--- config.mk ---
export PLATFORM = sky130hd
export DESIGN_NAME = chebyshev_series_evaluator
export DESIGN_NICKNAME = d
export VERILOG_FILES = /design/src/cse_pkg.sv /design/src/cse_coef_mem.sv /design/src/cse_ucode_seq.sv /design/src/cse_datapath.sv /design/src/chebyshev_series_evaluator.sv
export VERILOG_INCLUDE_DIRS = /design/src /design/src/src
export SDC_FILE = /design/constraint.sdc
export NUM_CORES = 2
export LEC_CHECK = 0
export ABC_CLOCK_PERIOD_IN_PS = 21300
export BUFFER_PORTS_ARGS = -buffer_cell sky130_fd_sc_hd__clkbuf_2
export CORE_UTILIZATION = 40
export DETAILED_ROUTE_END_ITERATION = 8
export PLACE_DENSITY = 0.58
export SLEW_MARGIN = 5
export SYNTH_ARGS = -nofsm -noshare
export SYNTH_HDL_FRONTEND = slang
export SYNTH_SLANG_ARGS = --single-unit
--- constraint.sdc ---
create_clock -name clk_i -period 21.3 [get_ports clk_i]
set_clock_uncertainty 0.1 [all_clocks]
set_input_delay 3.195 -clock clk_i [delete_from_list [all_inputs] [get_ports clk_i]]
set_output_delay 3.195 -clock clk_i [all_outputs]
set_load 0.01 [all_outputs]
--- src/assert_macros.svh ---
`ifndef ASSERT_MACROS_SVH
`define ASSERT_MACROS_SVH

// clocked assertion on clk_i, held off while rst_ni is low
`define ASSERT_P(lbl, prop) \
  lbl: assert property (@(posedge clk_i) disable iff (!rst_ni) prop) \
    else $error("assertion failed");

// condition that must never be seen
`define ASSERT_NEVER(lbl, cond) \
  `ASSERT_P(lbl, !(cond))

`endif

--- src/cse_pkg.sv ---
package cse_pkg;

  localparam int DATA_W     = 32;
  localparam int EST_W      = 31;
  localparam int COEF_IDX_W = 4;
  localparam int ORDER_W    = 5;
  localparam int CFG_IDX_W  = 2;
  localparam int PC_W       = 4;
  localparam int PROG_LEN   = 12;

  localparam logic ACT_WRITE = 1'b0;
  localparam logic ACT_EVAL  = 1'b1;

  localparam logic [PC_W-1:0] PC_DIV  = 4'd3;
  localparam logic [PC_W-1:0] PC_LOOP = 4'd5;
  localparam logic [PC_W-1:0] PC_TAIL = 4'd8;
  localparam logic [PC_W-1:0] PC_ZERO = 4'd11;

  typedef enum logic [CFG_IDX_W-1:0] {
    CFG_ORDER = 2'd0,
    CFG_LOW   = 2'd1,
    CFG_HIGH  = 2'd2
  } cfg_idx_e;

  typedef enum logic [3:0] {
    OP_NOP, OP_INIT, OP_LOADV, OP_LOADU, OP_DIVSTEP, OP_SETT,
    OP_MUL, OP_ROUND, OP_REC, OP_FINAL, OP_ZERO
  } op_e;

  typedef enum logic [1:0] {RA_LAST, RA_PREV, RA_PTR} rd_sel_e;

  typedef enum logic [2:0] {J_NEXT, J_DERR, J_DIV, J_SHORT, J_LOOP, J_DONE} jmp_e;

  typedef struct packed {
    op_e             op;
    rd_sel_e         rd_sel;
    jmp_e            jmp;
    logic [PC_W-1:0] target;
  } uword_t;

  typedef struct packed {
    op_e     op;
    rd_sel_e rd_sel;
  } ctrl_t;

  typedef struct packed {
    logic derr;
    logic short_ord;
    logic div_last;
    logic ptr_last;
  } stat_t;

  typedef struct packed {
    logic [ORDER_W-1:0]       order;
    logic signed [DATA_W-1:0] low;
    logic signed [DATA_W-1:0] high;
  } cfg_t;

  typedef struct packed {
    logic signed [DATA_W-1:0] v;
    logic                     ov;
  } sat_t;

  function automatic uword_t ucode(input logic [PC_W-1:0] pc);
    uword_t w;
    w = '{op: OP_NOP, rd_sel: RA_LAST, jmp: J_DONE, target: '0};
    case (pc)
      4'd0:  w = '{op: OP_INIT,    rd_sel: RA_LAST, jmp: J_NEXT,  target: '0};
      4'd1:  w = '{op: OP_LOADV,   rd_sel: RA_PREV, jmp: J_DERR,  target: PC_ZERO};
      4'd2:  w = '{op: OP_LOADU,   rd_sel: RA_LAST, jmp: J_NEXT,  target: '0};
      4'd3:  w = '{op: OP_DIVSTEP, rd_sel: RA_LAST, jmp: J_DIV,   target: PC_DIV};
      4'd4:  w = '{op: OP_SETT,    rd_sel: RA_LAST, jmp: J_SHORT, target: PC_TAIL};
      4'd5:  w = '{op: OP_MUL,     rd_sel: RA_PTR,  jmp: J_NEXT,  target: '0};
      4'd6:  w = '{op: OP_ROUND,   rd_sel: RA_PTR,  jmp: J_NEXT,  target: '0};
      4'd7:  w = '{op: OP_REC,     rd_sel: RA_PTR,  jmp: J_LOOP,  target: PC_LOOP};
      4'd8:  w = '{op: OP_MUL,     rd_sel: RA_LAST, jmp: J_NEXT,  target: '0};
      4'd9:  w = '{op: OP_ROUND,   rd_sel: RA_LAST, jmp: J_NEXT,  target: '0};
      4'd10: w = '{op: OP_FINAL,   rd_sel: RA_LAST, jmp: J_DONE,  target: '0};
      4'd11: w = '{op: OP_ZERO,    rd_sel: RA_LAST, jmp: J_DONE,  target: '0};
      default: w = '{op: OP_NOP, rd_sel: RA_LAST, jmp: J_DONE, target: '0};
    endcase
    return w;
  endfunction

endpackage

--- src/cse_coef_mem.sv ---
module cse_coef_mem #(
  parameter int DEPTH = 16
) (
  input  logic                             clk_i,
  input  logic                             we_i,
  input  logic [$clog2(DEPTH)-1:0]         waddr_i,
  input  logic signed [cse_pkg::DATA_W-1:0] wdata_i,
  input  logic [$clog2(DEPTH)-1:0]         raddr_i,
  output logic signed [cse_pkg::DATA_W-1:0] rdata_o
);
  import cse_pkg::*;

  logic signed [DATA_W-1:0] mem_q [DEPTH];
  logic signed [DATA_W-1:0] rdata_q;

  always_ff @(posedge clk_i) begin
    if (we_i) begin
      mem_q[waddr_i] <= wdata_i;
    end
    rdata_q <= mem_q[raddr_i];
  end

  assign rdata_o = rdata_q;

endmodule

--- src/cse_ucode_seq.sv ---
`include "assert_macros.svh"

module cse_ucode_seq (
  input  logic            clk_i,
  input  logic            rst_ni,
  input  logic            launch_i,
  input  cse_pkg::stat_t  stat_i,
  output cse_pkg::ctrl_t  ctrl_o,
  output logic            busy_o
);
  import cse_pkg::*;

  logic            busy_q, busy_d;
  logic [PC_W-1:0] pc_q, pc_d;
  uword_t          word;
  logic            take;

  assign word = ucode(pc_q);

  always_comb begin
    case (word.jmp)
      J_NEXT:  take = 1'b0;
      J_DERR:  take = stat_i.derr;
      J_DIV:   take = !stat_i.div_last;
      J_SHORT: take = stat_i.short_ord;
      J_LOOP:  take = !stat_i.ptr_last;
      J_DONE:  take = 1'b0;
      default: take = 1'b0;
    endcase
  end

  always_comb begin
    busy_d = busy_q;
    pc_d   = pc_q;
    if (busy_q) begin
      if (word.jmp == J_DONE) begin
        busy_d = 1'b0;
      end else if (take) begin
        pc_d = word.target;
      end else begin
        pc_d = pc_q + 1'b1;
      end
    end else if (launch_i) begin
      busy_d = 1'b1;
      pc_d   = '0;
    end
  end

  always_ff @(posedge clk_i or negedge rst_ni) begin
    if (!rst_ni) begin
      busy_q <= 1'b0;
      pc_q   <= '0;
    end else begin
      busy_q <= busy_d;
      pc_q   <= pc_d;
    end
  end

  always_comb begin
    ctrl_o.op     = busy_q ? word.op : OP_NOP;
    ctrl_o.rd_sel = word.rd_sel;
  end

  assign busy_o = busy_q;

  `ASSERT_P(a_pc_in_prog, busy_q |-> pc_q < PC_W'(PROG_LEN))
  `ASSERT_P(a_done_frees, busy_q && word.jmp == J_DONE |=> !busy_q)
  `ASSERT_NEVER(a_launch_busy, launch_i && busy_q)

endmodule

--- src/cse_datapath.sv ---
`include "assert_macros.svh"

module cse_datapath #(
  parameter int MAX_ORDER = 16,
  parameter int FRAC_BITS = 24
) (
  input  logic                              clk_i,
  input  logic                              rst_ni,
  input  logic                              launch_i,
  input  logic signed [cse_pkg::DATA_W-1:0] x_value_i,
  input  cse_pkg::ctrl_t                    ctrl_i,
  input  cse_pkg::cfg_t                     cfg_i,
  input  logic signed [cse_pkg::DATA_W-1:0] rd_data_i,
  output logic [$clog2(MAX_ORDER)-1:0]      rd_addr_o,
  output cse_pkg::stat_t                    stat_o,
  output logic                              done_o,
  output logic signed [cse_pkg::DATA_W-1:0] series_value_o,
  output logic [cse_pkg::EST_W-1:0]         error_estimate_o,
  output logic                              overflow_o,
  output logic                              domain_error_o
);
  import cse_pkg::*;

  localparam int AW = $clog2(MAX_ORDER);
  localparam int NW = $clog2(MAX_ORDER + 1);
  localparam int MW = 64 - FRAC_BITS;
  localparam int SW = 66;
  localparam logic signed [63:0] HALF_POS = 64'sd1 <<< (FRAC_BITS - 1);
  localparam logic signed [63:0] HALF_NEG = HALF_POS - 64'sd1;
  localparam logic signed [SW-1:0] MAX_V = 66'sd2147483647;
  localparam logic signed [SW-1:0] MIN_V = -66'sd2147483648;
  localparam logic signed [DATA_W-1:0] MOST_NEG = 32'sh8000_0000;

  function automatic sat_t sat32(input logic signed [SW-1:0] a);
    sat_t s;
    if (a > MAX_V) begin
      s.v  = MAX_V[DATA_W-1:0];
      s.ov = 1'b1;
    end else if (a < MIN_V) begin
      s.v  = MIN_V[DATA_W-1:0];
      s.ov = 1'b1;
    end else begin
      s.v  = a[DATA_W-1:0];
      s.ov = 1'b0;
    end
    return s;
  endfunction

  logic [NW-1:0] n;
  logic signed [DATA_W-1:0] x_q;
  logic signed [DATA_W-1:0] u_q, v_q, t_q;
  logic signed [63:0] prod_q;
  logic signed [MW-1:0] m_q;
  logic ov_q;
  logic [AW-1:0] ptr_q;

  logic [31:0] r_q, dlo_q, q_q, ud_q;
  logic [4:0]  cnt_q;
  logic        neg_q, dsat_q;

  logic done_q, ovf_q, derr_q;
  logic signed [DATA_W-1:0] val_q;
  logic [EST_W-1:0] est_q;

  // divider setup and other combinational datapath terms
  logic signed [33:0] num;
  logic signed [32:0] den;
  logic [33:0] un;
  logic [31:0] ud;
  logic [63:0] dvd, lim;
  logic [32:0] rs;
  logic        ge;
  logic [32:0] qm;
  logic signed [SW-1:0] qs;
  logic signed [63:0] rsum;
  logic signed [DATA_W-1:0] cneg;
  logic [EST_W-1:0] est_d;
  sat_t s_t, s_u, s_v, s_f;

  always_comb begin
    if (cfg_i.order == '0) begin
      n = NW'(1);
    end else if (32'(cfg_i.order) > MAX_ORDER) begin
      n = NW'(MAX_ORDER);
    end else begin
      n = NW'(cfg_i.order);
    end
  end

  always_comb begin
    case (ctrl_i.rd_sel)
      RA_LAST: rd_addr_o = AW'(n - NW'(1));
      RA_PREV: rd_addr_o = (n >= NW'(2)) ? AW'(n - NW'(2)) : '0;
      RA_PTR:  rd_addr_o = ptr_q;
      default: rd_addr_o = '0;
    endcase
  end

  always_comb begin
    stat_o.derr      = cfg_i.high == cfg_i.low;
    stat_o.short_ord = n < NW'(3);
    stat_o.div_last  = cnt_q == '0;
    stat_o.ptr_last  = ptr_q == '0;
  end

  always_comb begin
    num  = 34'(x_q) + 34'(x_q) - 34'(cfg_i.low) - 34'(cfg_i.high);
    den  = 33'(cfg_i.high) - 33'(cfg_i.low);
    un   = num[33] ? 34'(-num) : 34'(num);
    ud   = den[32] ? 32'(-den) : 32'(den);
    dvd  = 64'(un) << FRAC_BITS;
    lim  = 64'(ud) << (32 - FRAC_BITS);
    rs   = {r_q, dlo_q[31]};
    ge   = rs >= {1'b0, ud_q};
    qm   = dsat_q ? 33'h1_0000_0000 : {1'b0, q_q};
    qs   = neg_q ? -$signed(SW'(qm)) : $signed(SW'(qm));
    s_t  = sat32(qs);
    rsum = prod_q + (prod_q[63] ? HALF_NEG : HALF_POS);
    s_u  = sat32(SW'(rd_data_i) - SW'(v_q));
    s_v  = sat32(SW'(u_q) + SW'(m_q) + SW'(m_q));
    s_f  = sat32(SW'(u_q) + SW'(m_q));
    cneg = -rd_data_i;
    if (rd_data_i == MOST_NEG) begin
      est_d = '1;
    end else begin
      est_d = rd_data_i[DATA_W-1] ? cneg[EST_W-1:0] : rd_data_i[EST_W-1:0];
    end
  end

  always_ff @(posedge clk_i) begin
    if (launch_i) begin
      x_q <= x_value_i;
    end
    case (ctrl_i.op)
      OP_INIT: begin
        r_q    <= dvd[63:32];
        dlo_q  <= dvd[31:0];
        ud_q   <= ud;
        neg_q  <= num[33] ^ den[32];
        dsat_q <= 64'(un) >= lim;
      end
      OP_LOADV: begin
        est_q <= est_d;
        v_q   <= (n >= NW'(2)) ? rd_data_i : '0;
      end
      OP_LOADU: u_q <= rd_data_i;
      OP_DIVSTEP: begin
        r_q   <= ge ? 32'(rs - {1'b0, ud_q}) : rs[31:0];
        dlo_q <= {dlo_q[30:0], 1'b0};
        q_q   <= {q_q[30:0], ge};
      end
      OP_SETT:  t_q <= s_t.v;
      OP_MUL:   prod_q <= v_q * t_q;
      OP_ROUND: m_q <= rsum[63:FRAC_BITS];
      OP_REC: begin
        u_q <= s_u.v;
        v_q <= s_v.v;
      end
      OP_FINAL: val_q <= s_f.v;
      OP_ZERO:  val_q <= '0;
      default: ;
    endcase
  end

  always_ff @(posedge clk_i or negedge rst_ni) begin
    if (!rst_ni) begin
      cnt_q  <= '0;
      ptr_q  <= '0;
      ov_q   <= 1'b0;
      done_q <= 1'b0;
      ovf_q  <= 1'b0;
      derr_q <= 1'b0;
    end else begin
      done_q <= (ctrl_i.op == OP_FINAL) || (ctrl_i.op == OP_ZERO);
      case (ctrl_i.op)
        OP_INIT: begin
          ov_q  <= 1'b0;
          cnt_q <= '1;
          ptr_q <= AW'(n - NW'(3));
        end
        OP_DIVSTEP: cnt_q <= cnt_q - 1'b1;
        OP_SETT:    ov_q <= ov_q | s_t.ov;
        OP_REC: begin
          ov_q  <= ov_q | s_u.ov | s_v.ov;
          ptr_q <= ptr_q - 1'b1;
        end
        OP_FINAL: begin
          ovf_q  <= ov_q | s_f.ov;
          derr_q <= 1'b0;
        end
        OP_ZERO: begin
          ovf_q  <= 1'b0;
          derr_q <= 1'b1;
        end
        default: ;
      endcase
    end
  end

  assign done_o           = done_q;
  assign series_value_o   = val_q;
  assign error_estimate_o = est_q;
  assign overflow_o       = ovf_q;
  assign domain_error_o   = derr_q;

  `ASSERT_P(a_t_after_div, ctrl_i.op == OP_SETT |-> $past(ctrl_i.op) == OP_DIVSTEP)

endmodule

--- src/chebyshev_series_evaluator.sv ---
// Chebyshev series evaluator, Clenshaw recurrence, signed Q8.24 by default.
// An item is taken when start is high and busy is low. With action_i low it
// writes coef_value_i into slot coef_index_i and gives no result;
// slots at or above MAX_ORDER are ignored. With action_i high it evaluates the
// series at x_value_i over [domain_low, domain_high] and keeps busy high.
// The config port (cfg_we_i, cfg_idx_i, cfg_data_i) writes series_order,
// domain_low and domain_high; the user must write them only while busy is
// low, as the block does not enforce it. done_o is high for one cycle with
// the result on the output ports; the receiver cannot stall it. busy falls
// in that cycle, so the next item can be taken then.
// An evaluate item maps x onto the domain on a restoring divider, one
// quotient bit a cycle, and then runs the recurrence: for order n above 2
// each further coefficient takes 3 microcode steps on the shared multiplier
// and the single read port of the coefficient store, n-2 times in all;
// orders 1 and 2 skip that loop. A zero-width interval skips the divider
// and gives its result with domain_error_o set.
// Reset sets series_order to 1 and the interval to [-1, 1]; coefficient
// slots hold no defined value until written.
module chebyshev_series_evaluator #(
  parameter int MAX_ORDER = 16,
  parameter int FRAC_BITS = 24
) (
  input  logic                                clk_i,
  input  logic                                rst_ni,
  input  logic                                start,
  output logic                                busy,
  input  logic                                action_i,
  input  logic [cse_pkg::COEF_IDX_W-1:0]      coef_index_i,
  input  logic signed [cse_pkg::DATA_W-1:0]   coef_value_i,
  input  logic signed [cse_pkg::DATA_W-1:0]   x_value_i,
  input  logic                                cfg_we_i,
  input  logic [cse_pkg::CFG_IDX_W-1:0]       cfg_idx_i,
  input  logic [cse_pkg::DATA_W-1:0]          cfg_data_i,
  output logic                                done_o,
  output logic signed [cse_pkg::DATA_W-1:0]   series_value_o,
  output logic [cse_pkg::EST_W-1:0]           error_estimate_o,
  output logic                                overflow_o,
  output logic                                domain_error_o
);
  import cse_pkg::*;

  localparam int AW = $clog2(MAX_ORDER);
  localparam logic signed [DATA_W-1:0] ONE_Q = 32'sd1 <<< FRAC_BITS;

  cfg_t    cfg_q;
  ctrl_t   ctrl;
  stat_t   stat;
  logic    launch, coef_we;
  logic [AW-1:0] rd_addr;
  logic signed [DATA_W-1:0] rd_data;

  assign launch  = start && !busy && (action_i == ACT_EVAL);
  assign coef_we = start && !busy && (action_i == ACT_WRITE)
                   && (32'(coef_index_i) < MAX_ORDER);

  always_ff @(posedge clk_i or negedge rst_ni) begin
    if (!rst_ni) begin
      cfg_q.order <= ORDER_W'(1);
      cfg_q.low   <= -ONE_Q;
      cfg_q.high  <= ONE_Q;
    end else if (cfg_we_i) begin
      case (cfg_idx_i)
        CFG_ORDER: cfg_q.order <= cfg_data_i[ORDER_W-1:0];
        CFG_LOW:   cfg_q.low   <= cfg_data_i;
        CFG_HIGH:  cfg_q.high  <= cfg_data_i;
        default: ;
      endcase
    end
  end

  cse_coef_mem #(
    .DEPTH(MAX_ORDER)
  ) u_mem (
    .clk_i   (clk_i),
    .we_i    (coef_we),
    .waddr_i (AW'(coef_index_i)),
    .wdata_i (coef_value_i),
    .raddr_i (rd_addr),
    .rdata_o (rd_data)
  );

  cse_ucode_seq u_seq (
    .clk_i    (clk_i),
    .rst_ni   (rst_ni),
    .launch_i (launch),
    .stat_i   (stat),
    .ctrl_o   (ctrl),
    .busy_o   (busy)
  );

  cse_datapath #(
    .MAX_ORDER(MAX_ORDER),
    .FRAC_BITS(FRAC_BITS)
  ) u_dp (
    .clk_i            (clk_i),
    .rst_ni           (rst_ni),
    .launch_i         (launch),
    .x_value_i        (x_value_i),
    .ctrl_i           (ctrl),
    .cfg_i            (cfg_q),
    .rd_data_i        (rd_data),
    .rd_addr_o        (rd_addr),
    .stat_o           (stat),
    .done_o           (done_o),
    .series_value_o   (series_value_o),
    .error_estimate_o (error_estimate_o),
    .overflow_o       (overflow_o),
    .domain_error_o   (domain_error_o)
  );

  `ASSERT_P(a_done_after_busy, done_o |-> $past(busy))

endmodule
==> summary.txt <==
Yosys
  • Number of flops mapped to enable cells by yosys: 913
  • Main area contributors after synthesis: edfxtp_1 (29%), fa_1 (24%), ha_1 (6.6%)
  • Synthesized Nets: 11000
  • Synth top area share: 29.2%
  • Synthesis Warnings: 0
  • Area leader, netlist: edfxtp_1
  • Most used DFF post-synth: edfxtp_1
  • Cell area after synthesis: 93900 um^2
  • Sequential area share after synthesis: 32.2%
  • Count leader, synth: inv_1
  • Post-synthesis cell type count: 106
  • Syn_area_per_cell: 10.1 um^2
  • Top post-synthesis cells by count: inv_1 (1397), nand2_1 (1282), fa_1 (1119)
  • Post-synth ARST share: 8.43%
  • Cells after Synth: 9276
  • FF+latch count, synth: 1032

Placed design
  • Detailed placement HPWL: 202000 um
  • Port Buf Inserts: 173
  • Gpl congestion: ~0.92

Cells and area
  • Multi-input logic area: 57000 um^2
  • Reg area: just over 30000 um^2
  • Layout cells sized above 1: about 7.5%
  • Fillers: approximately 22000
  • Fin util: 43.9%
  • Layout area overhead: 9.06%
  • Nets: approximately 11000

Global routing
  • Largest net degree at the start of global routing: 129
  • Vias in the first global route: a little under 70000
  • GRT Overall Usage: 22.8%
  • Grt total ovfl: 0
  • First-pass GRT wire length: 415000 um
  • Initial antenna violation count: 27

Clocking
  • Post-CTS Setup Bufs: 0
  • CTS buffer count: approximately 110
  • Worst-path clk slew: 0.06 ns
  • Post-CTS sizing: 0
  • H-tree level count: 3
  • CTS Hold Bufs: 0
  • # clock sinks: 1032
  • CTS tree: yes
  • CTS Root Cell: clkbuf_16
  • Longest Clk Path Bufs: 3
  • Clock Latency Late Sink: 0.78 ns

Critical path
  • Most Frequent Cell on Critical Path: fa_1
  • Setup crit end kind: flop
  • CP peak stage delay: between 1 and 1.5 ns
  • Worst Setup Start Kind: flop
  • CP required: 21.66 ns
  • CP max stage cell: fa_1
  • Worst setup path class: reg2reg
  • CP max FO: 32
  • Critical Path AT: 10.30 ns
  • Depth of the worst register-to-register path: 25

STA
  • Final min period: 9.94 ns
  • Final Hold Fails: 0
  • Setup TNS: 0 ns
  • Fmax: 101 MHz
  • Setup violators final: 0
  • Slew HR: approximately a fifth
  • Worst-Margin Slew: 1.21 ns
  • RSZ-0062 raised after global routing: false
  • Period utilization: a little under half
  • Final slew viol count: 0

Detailed routing
  • DRC: 0
  • Drt wl/cell: 21.5 um
  • Via density: 5.39
  • Vias: 67500
  • Detail Route Antenna Nets: 0
  • Iter 0 DRT Violations: between 5000 and 6000
  • Final wirelength: 270000 um
  • First-pass iteration count of the detailed router: 8

Floorplanning
  • Core ar.: 233000 um^2
  • Die ar.: 237000 um^2
  • Die height: 486 um
  • Floorplan row count: around 180
  • Die X: 486 um
  • Initial Util: 40.3%
  • Io pins: 174

Job
  • Max-cap violations: 0

Status
  • Outcome: complete, no violations

Worst hold path
  • Hold depth: 2
  • Worst Hold Class: reg2reg
## per-stage QoR
stage          worst slack (ns)  hold slack [ns]  instance area, um^2  std cells
6_report                  11.36            0.387               102000      12500
2_1_floorplan             12.78            0.337                93900       9276
3_3_place_gp              11.42            0.352                98500      12300
5_1_grt                   10.59            0.411               102000      12500
4_1_cts                   11.30            0.389               102000      12500
3_5_place_dp              11.33            0.373                98500      12300
## layout make-up
class	count	share of cell area [%]
tap	3132	3.83
clock buffer	141	2.91
clock inverter	72	0.895
sequential	1032	29.5
timing repair buffer	334	2.04
inverter	1399	5.13
multi-input combinational	6406	55.6
antenna	6	0.0147
## cells by family (layout without fill, tap and decap cells)
group / Yosys count / after routing / synth area share [%]
buffers and inverters: 1838 / 1946 / 7.38
AO/OA/AOI/OAI: 1557 / 1557 / 11.0
XOR/XNOR: 395 / 395 / 3.71
other: 0 / 6 / 0
AND/OR/NAND/NOR: 2718 / 2718 / 13.8
flip-flops: 1032 / 1032 / 32.2
multiplexers: 104 / 104 / 1.21
adder cells (fa/ha/maj): 1632 / 1632 / 30.7
## sequential cells by signal, summed over array words and instances (netlist names), 40 cells and up
name,flops
cfg_q,69
u_dp.m_q,40
u_mem.mem_q,512
u_dp.prod_q,64
## critical path: cells and delay by family, from the launching register on
kind,cells,cell delay (ns)
buffers and inverters,6,0.90
AND/OR/NAND/NOR,4,0.67
adder cells (fa/ha/maj),9,5.37
XOR/XNOR,1,0.08
AO/OA/AOI/OAI,5,1.45
flip-flops,1,1.12
## layout by cell type, fill, tap and decap left out, types with 31 or more instances in the layout
cell type  Yosys  final
inv_1       1397   1397
nand2_1     1282   1280
fa_1        1119   1119
edfxtp_1     913    913
ha_1         497    497
and2_1       494    494
a21oi_1      370    370
nor2_1       306    290
o21ai_0      273    269
xnor2_1      240    240
a211oi_1     188    188
clkbuf_2       2    172
a21o_1       165    165
buf_4          1    161
xor2_1       153    153
nand3_1      127    126
a31oi_1      113    113
clkbuf_16      0    113
nor3_1        96     92
dfrtp_1       77     77
mux2_2        74     74
a311oi_1      72     72
and3_1        56     56
nor2b_1       56     56
o21a_1        57     56
nand2b_1      53     53
nand4_1       52     52
o31ai_1       43     43
o21bai_1      40     40
or3_1         38     38
dfxtp_1       32     32
o211ai_1      31     31
nor4_1        31     31
## worst paths after layout
path                       slack (ns)             endpoint                start
setup reg to reg                11.36      u_dp.prod_q[57]          u_dp.t_q[2]
min in group asynchronous        2.26            cfg_q[50]               rst_ni
max in group asynchronous       17.62        u_dp.cnt_q[0]               rst_ni
hold reg to reg                  0.39  u_dp.domain_error_o  u_dp.domain_error_o
hold / removal                   0.39  u_dp.domain_error_o  u_dp.domain_error_o
setup / recovery                11.36      u_dp.prod_q[57]          u_dp.t_q[2]
## routing by layer
layer / vias to the layer above / wire length [um] / share of wire, % / GRT usage (%)
met4: 28 / 11400 / 4.2 / 8.47
li1: 30800 / - / - / -
met2: 1964 / 128000 / 48 / 37.9
met1: 34300 / 115000 / 43 / 30.5
met3: 488 / 15000 / 5.6 / 2.90
met5: - / 172 / 0.064 / 0
Power is not shown: default switching activity piles up to over one toggle a cycle in this logic, so the estimate is an artifact.
